## config.mk

```make
export PLATFORM = sky130hd
export DESIGN_NAME = bmf_front
export DESIGN_NICKNAME = d
export VERILOG_FILES = /design/src/bmf_pkg.sv /design/src/bmf_front.sv
export SDC_FILE = /design/constraint.sdc
export NUM_CORES = 1
export LEC_CHECK = 0
export BUFFER_PORTS_ARGS = -buffer_cell sky130_fd_sc_hd__clkbuf_2
export CAP_MARGIN = 0
export CORE_AREA = 2 2 186 188
export CTS_BUF_LIST = sky130_fd_sc_hd__clkbuf_8 sky130_fd_sc_hd__clkbuf_16
export DETAILED_ROUTE_END_ITERATION = 16
export DIE_AREA = 0 0 188 190
export PLACE_DENSITY_LB_ADDON = 0.25
export SYNTH_ARGS = -nofsm -noshare
export SYNTH_HDL_FRONTEND = slang
export SYNTH_SLANG_ARGS = --single-unit
```

## constraint.sdc

```tcl
create_clock -name aclk -period 9.1 [get_ports aclk]
set_input_delay 0.91 -clock aclk [delete_from_list [all_inputs] [get_ports aclk]]
set_output_delay 0.91 -clock aclk [all_outputs]
set_load 0.005 [all_outputs]
```

## src/bmf_pkg.sv

```systemverilog
package bmf_pkg;

    localparam int RING_ROWS = 10;
    localparam int RING_W    = 4;
    localparam int COL_W     = 13;
    localparam int ROW_W     = 13;
    localparam int CNT_W     = 27;
    localparam int SUM_W     = 15;
    localparam int CFG_W     = 13;
    localparam int MAX_ROWS  = 4096;

    localparam logic [1:0] REG_HALF   = 2'd0;
    localparam logic [1:0] REG_WIDTH  = 2'd1;
    localparam logic [1:0] REG_HEIGHT = 2'd2;

    localparam logic CMD_PIXEL = 1'b0;
    localparam logic CMD_FLUSH = 1'b1;

    typedef struct packed {
        logic       command;
        logic [7:0] pixel_value;
    } in_item_t;

    typedef struct packed {
        logic [7:0] mean_value;
        logic       row_end;
        logic       image_end;
    } out_item_t;

    typedef struct packed {
        logic [2:0]  half;
        logic [13:0] width;
        logic [12:0] height;
    } geom_t;

    typedef struct packed {
        logic [ROW_W-1:0]  row;
        logic [COL_W-1:0]  col;
        logic [RING_W-1:0] ring;
        logic              row_end;
        logic              image_end;
    } job_t;

    typedef struct packed {
        logic              en;
        logic [RING_W-1:0] ring;
        logic [COL_W-1:0]  col;
        logic [7:0]        data;
    } wr_t;

    function automatic logic [6:0] window_area(input logic [2:0] h);
        logic [6:0] a;
        unique case (h)
            3'd1:    a = 7'd9;
            3'd2:    a = 7'd25;
            3'd3:    a = 7'd49;
            default: a = 7'd81;
        endcase
        return a;
    endfunction

    // floor(2^16 / area)
    function automatic logic [12:0] area_recip(input logic [2:0] h);
        logic [12:0] r;
        unique case (h)
            3'd1:    r = 13'd7281;
            3'd2:    r = 13'd2621;
            3'd3:    r = 13'd1337;
            default: r = 13'd809;
        endcase
        return r;
    endfunction

endpackage

```

## src/bmf_front.sv

```systemverilog
module bmf_front #(
    parameter int MAX_WIDTH = 1024,
    parameter int MAX_HALF  = 4
) (
    input  logic                   aclk,
    input  logic                   aresetn,
    input  logic                   cfg_we,
    input  logic [1:0]             cfg_index,
    input  logic [bmf_pkg::CFG_W-1:0] cfg_data,
    input  logic                   s_valid,
    output logic                   s_ready,
    input  bmf_pkg::in_item_t      s_payload,
    input  logic                   back_busy_i,
    input  logic                   job_ready_i,
    output logic                   job_valid_o,
    output bmf_pkg::job_t          job_o,
    output bmf_pkg::wr_t           wr_o,
    output bmf_pkg::geom_t         geom_o
);

    logic [2:0]  half_reg;
    logic [10:0] width_reg;
    logic [12:0] height_reg;

    logic [bmf_pkg::CNT_W-1:0]  pos_reg, ocnt_reg;
    logic [bmf_pkg::COL_W-1:0]  in_col_reg, out_col_reg;
    logic [bmf_pkg::RING_W-1:0] in_ring_reg, out_ring_reg;
    logic [bmf_pkg::ROW_W-1:0]  out_row_reg;
    logic                       q_valid_reg;
    bmf_pkg::job_t              q_job_reg;

    logic [2:0]                h;
    logic [13:0]               w;
    logic [12:0]               ht;
    logic [bmf_pkg::CNT_W-1:0] total, lag;
    logic                      fire, go, emit, is_pix;

    always_comb begin
        if (half_reg == 3'd0) h = 3'd1;
        else if (half_reg > 3'(MAX_HALF)) h = 3'(MAX_HALF);
        else h = half_reg;
        if (width_reg == 11'd0) w = 14'd1;
        else if ({3'b0, width_reg} > 14'(MAX_WIDTH)) w = 14'(MAX_WIDTH);
        else w = {3'b0, width_reg};
        if (height_reg == 13'd0) ht = 13'd1;
        else if ({1'b0, height_reg} > 14'(bmf_pkg::MAX_ROWS)) ht = 13'(bmf_pkg::MAX_ROWS);
        else ht = height_reg;
    end

    assign total  = bmf_pkg::CNT_W'(w) * bmf_pkg::CNT_W'(ht);
    assign lag    = bmf_pkg::CNT_W'(h) * bmf_pkg::CNT_W'(w) + bmf_pkg::CNT_W'(h);
    assign geom_o = '{half: h, width: w, height: ht};

    assign s_ready = !q_valid_reg && !back_busy_i;
    assign fire    = s_valid && s_ready;
    assign is_pix  = s_payload.command == bmf_pkg::CMD_PIXEL;
    assign go      = is_pix ? (pos_reg < total) : (pos_reg >= total && ocnt_reg < total);
    assign emit    = go && pos_reg >= lag && ocnt_reg < total;

    assign wr_o = '{en: fire && go && is_pix, ring: in_ring_reg, col: in_col_reg,
                    data: s_payload.pixel_value};

    assign job_valid_o = q_valid_reg;
    assign job_o       = q_job_reg;

    always_ff @(posedge aclk) begin
        if (!aresetn) begin
            half_reg     <= 3'd1;
            width_reg    <= 11'd15;
            height_reg   <= 13'd15;
            pos_reg      <= '0;
            ocnt_reg     <= '0;
            in_col_reg   <= '0;
            in_ring_reg  <= '0;
            out_col_reg  <= '0;
            out_row_reg  <= '0;
            out_ring_reg <= '0;
            q_valid_reg  <= 1'b0;
        end else begin
            if (job_ready_i && q_valid_reg) q_valid_reg <= 1'b0;
            if (cfg_we && cfg_index <= bmf_pkg::REG_HEIGHT) begin
                unique case (cfg_index)
                    bmf_pkg::REG_HALF:   half_reg   <= cfg_data[2:0];
                    bmf_pkg::REG_WIDTH:  width_reg  <= cfg_data[10:0];
                    bmf_pkg::REG_HEIGHT: height_reg <= cfg_data[12:0];
                    default: ;
                endcase
                pos_reg      <= '0;
                ocnt_reg     <= '0;
                in_col_reg   <= '0;
                in_ring_reg  <= '0;
                out_col_reg  <= '0;
                out_row_reg  <= '0;
                out_ring_reg <= '0;
            end else if (fire && go) begin
                pos_reg <= pos_reg + 1'b1;
                if (14'(in_col_reg) + 14'd1 >= w) begin
                    in_col_reg  <= '0;
                    in_ring_reg <= (in_ring_reg == 4'(bmf_pkg::RING_ROWS - 1)) ?
                                   '0 : in_ring_reg + 1'b1;
                end else begin
                    in_col_reg <= in_col_reg + 1'b1;
                end
                if (emit) begin
                    q_valid_reg <= 1'b1;
                    q_job_reg   <= '{row: out_row_reg, col: out_col_reg, ring: out_ring_reg,
                                     row_end: 14'(out_col_reg) == w - 14'd1,
                                     image_end: ocnt_reg == total - 1'b1};
                    ocnt_reg <= ocnt_reg + 1'b1;
                    if (14'(out_col_reg) + 14'd1 >= w) begin
                        out_col_reg  <= '0;
                        out_row_reg  <= out_row_reg + 1'b1;
                        out_ring_reg <= (out_ring_reg == 4'(bmf_pkg::RING_ROWS - 1)) ?
                                        '0 : out_ring_reg + 1'b1;
                    end else begin
                        out_col_reg <= out_col_reg + 1'b1;
                    end
                end
            end
        end
    end

endmodule

```

==> flow_summary.toml <==
[run_status]
status = "finished clean"

[timing]
max_freq_ghz = 0.1140
fin_crit_ns = 8.774
finalCritPeriodShare_pct = 96.42
tns_ns = 0
postLayoutSetupSlackWorst_ns = 0.3258
tightest_slew_ns = 0.8404
finalClockSkew_ns = 0.02389
maxSlewViolCount = 0
finalSetupViolCount = 0
rsz0062_at_grt = "true"
fin_hold_ws_ns = 0.4613
hold_viol = 0
max_slew_margin_pct = 43.82

[placement]
post-place-ws_ns = 0.1541
portBuffers = 100
placed_cell_area_sq_um = 17680
gp_congestion = 0.9155
hpwlAfterDp_um = 35170

[power]
peakVddDrop_mv = 0.1948
powerDensity_nw_per_um2 = 144.6
p_leak_uw = 0.008299

[critical_path]
setup.worst_path.start_class = "register"
end_kind = "primary output"
path_class = "register to primary output"
critPathMaxFanout = 11
crit_top_cell = "fa_1"
critPathRequiredTime_ns = 8.19
cp_slowest_cell = "fa_1"
cp_top_family = "adder cells"
critPathBufInv = 7
arrival_ns = 7.86
max_stage_delay_ns = 0.57

[routing]
wl_per_cell_um = 17.50
drt_first_iter_violations = 1035
drcViolationCount = 0
drt_pass1_iterations = 5
ant_nets = 0
via_count = 14680
routed_wl_um = 44720
via_per_inst = 5.744

[synth]
synth_edf_count = 32
yosysWarnings = 0
yosysSeqAreaShare_pct = 21.17
synthCells = 2020
yosys.cell_types.count = 96
yosys.area.top_type_share_pct = 15.43
postSynthAreaPerCell_sq_um = 8.286
synthTopCellsByArea = "dfxtp_1 15%, ha_1 14%, fa_1 13%, nand2_1 6.1%, edfxtp_1 5.7%"
netlist_area_sq_um = 16740
async_flop_share_pct = 0
yosysMostFrequentCell = "nand2_1"
ys_ff_latch = 161
synth_ff_type = "dfxtp_1"
synth.largest_area_cell = "dfxtp_1"
synthTopCellsByCount = "271 x nand2_1, 206 x inv_1, 184 x ha_1, 145 x nor2_1, 129 x dfxtp_1"

[clocking]
clock_sinks = 161
clkTransAtPathRegs_ns = 0.07
cts_root_buf = "clkbuf_16"
ctsHtreeMaxLevel = 4
worstSkewPairLatency_ns = 0.47
cts_tree = "yes"
clk_path_buf_depth = 2
cts_buffers = 17
hold_buffers = 0

[die]
fp.coreArea_sq_um = 33950
die_area_sq_um = 35720
start_util_pct = 49.31
die_y_um = 190
ioPinCount = 120
rows = 68
die_w_um = 188

[global_route]
grt.total_usage_pct = 25.34
grt_max_degree = 62
antenna_found_initial = 0
grt_pass1_wl_um = 72850
overflow = 0
grt_pass1_vias = 14210

[hold_path]
hold_path_class = "register to register"

[cells_and_area]
syn_to_final_growth_pct = 10.14
stdcell_area_sq_um = 18440
layout.nets = 2411
diodes = 0
layout-drive-gt1-share_pct = 12.00
largest_reg_flops = 32

[flow_run]
cap_violations = 0
## layout make-up
class / instances / area, sq um
clock buffer: 17 / 425.4
clock inverter: 15 / 188.9
fill: 3148 / 15510
inverter: 215 / 839.6
multi-input combinational: 1549 / 12040
sequential: 161 / 3545
tap: 455 / 569.3
timing repair buffer: 143 / 823.3
## cells in the final DEF, fill, tap and decap left out, types with 23 or more instances in the layout
cell type / netlist / final
nand2_1: 271 / 264
inv_1: 206 / 199
ha_1: 184 / 183
nor2_1: 145 / 144
dfxtp_1: 129 / 128
a21oi_1: 115 / 114
fa_1: 110 / 110
clkbuf_2: 0 / 100
nand3_1: 75 / 75
xnor2_1: 67 / 65
o21ai_0: 47 / 45
buf_4: 14 / 43
edfxtp_1: 32 / 32
and3_1: 31 / 31
o31ai_1: 30 / 30
a21o_1: 29 / 29
nand4_1: 29 / 29
or4_1: 28 / 28
xor2_1: 27 / 25
and2_1: 23 / 23
or3_1: 23 / 23
## kinds of logic after synthesis
group,after synthesis,synth area share [%]
compound gates,377,15.27
xor+xnor,96,5.188
fa+ha+maj,296,27.03
buf+inv,312,7.617
flops,161,21.17
mux,15,0.9343
other cells,1,0.02240
simple gates,762,22.77
## final timing paths
| check | start | end | slack [ns] | cells past startpoint |
|---|---|---|---|---|
| max | width_reg[10]$_SDFFE_PN0P_ | wr_o[25] | 0.33 | 29 |
| min | out_row_reg[12]$_SDFFE_PP0P_ | job_o[31]$_DFFE_PP_ | 0.46 | 0 |
| max reg2reg | width_reg[10]$_SDFFE_PN0P_ | pos_reg[8]$_SDFFE_PP0P_ | 0.52 | 33 |
| min reg2reg | out_row_reg[12]$_SDFFE_PP0P_ | job_o[31]$_DFFE_PP_ | 0.46 | 0 |
## metal layers
layer / routed length, um / up-vias / GRT usage [%]
li1: - / 7116 / -
met3: 2525 / 75 / 3.634
met4: 1489 / 0 / 9.964
met5: 0 / - / 0
met1: 20510 / 7038 / 34.22
met2: 20190 / 446 / 41.00
## power by group
part           total [uW]  switching [uW]  internal, uW
logic                1190             736           451
clock network         742             371           372
registers             737            6.40           730
total                2670            1110          1550
## per-stage QoR
stage               util (%)  power (uW)  std cells
detailed placement     52.08        1921       2522
global placement       52.08        1884       2522
global route           54.30        2843       2555
floorplan                  -        1616       2022
CTS                    53.92        2666       2554
finish                 54.30        2666       2555
## what timing repair did
| item | 4_1_cts | 5_1_grt |
|---|---|---|
| setup endpoints to repair | 1 | 129 |
| resized for setup | 2 | 37 |
| buffers inserted | 0 | 1 |
Power figures use the tool's default switching activity.
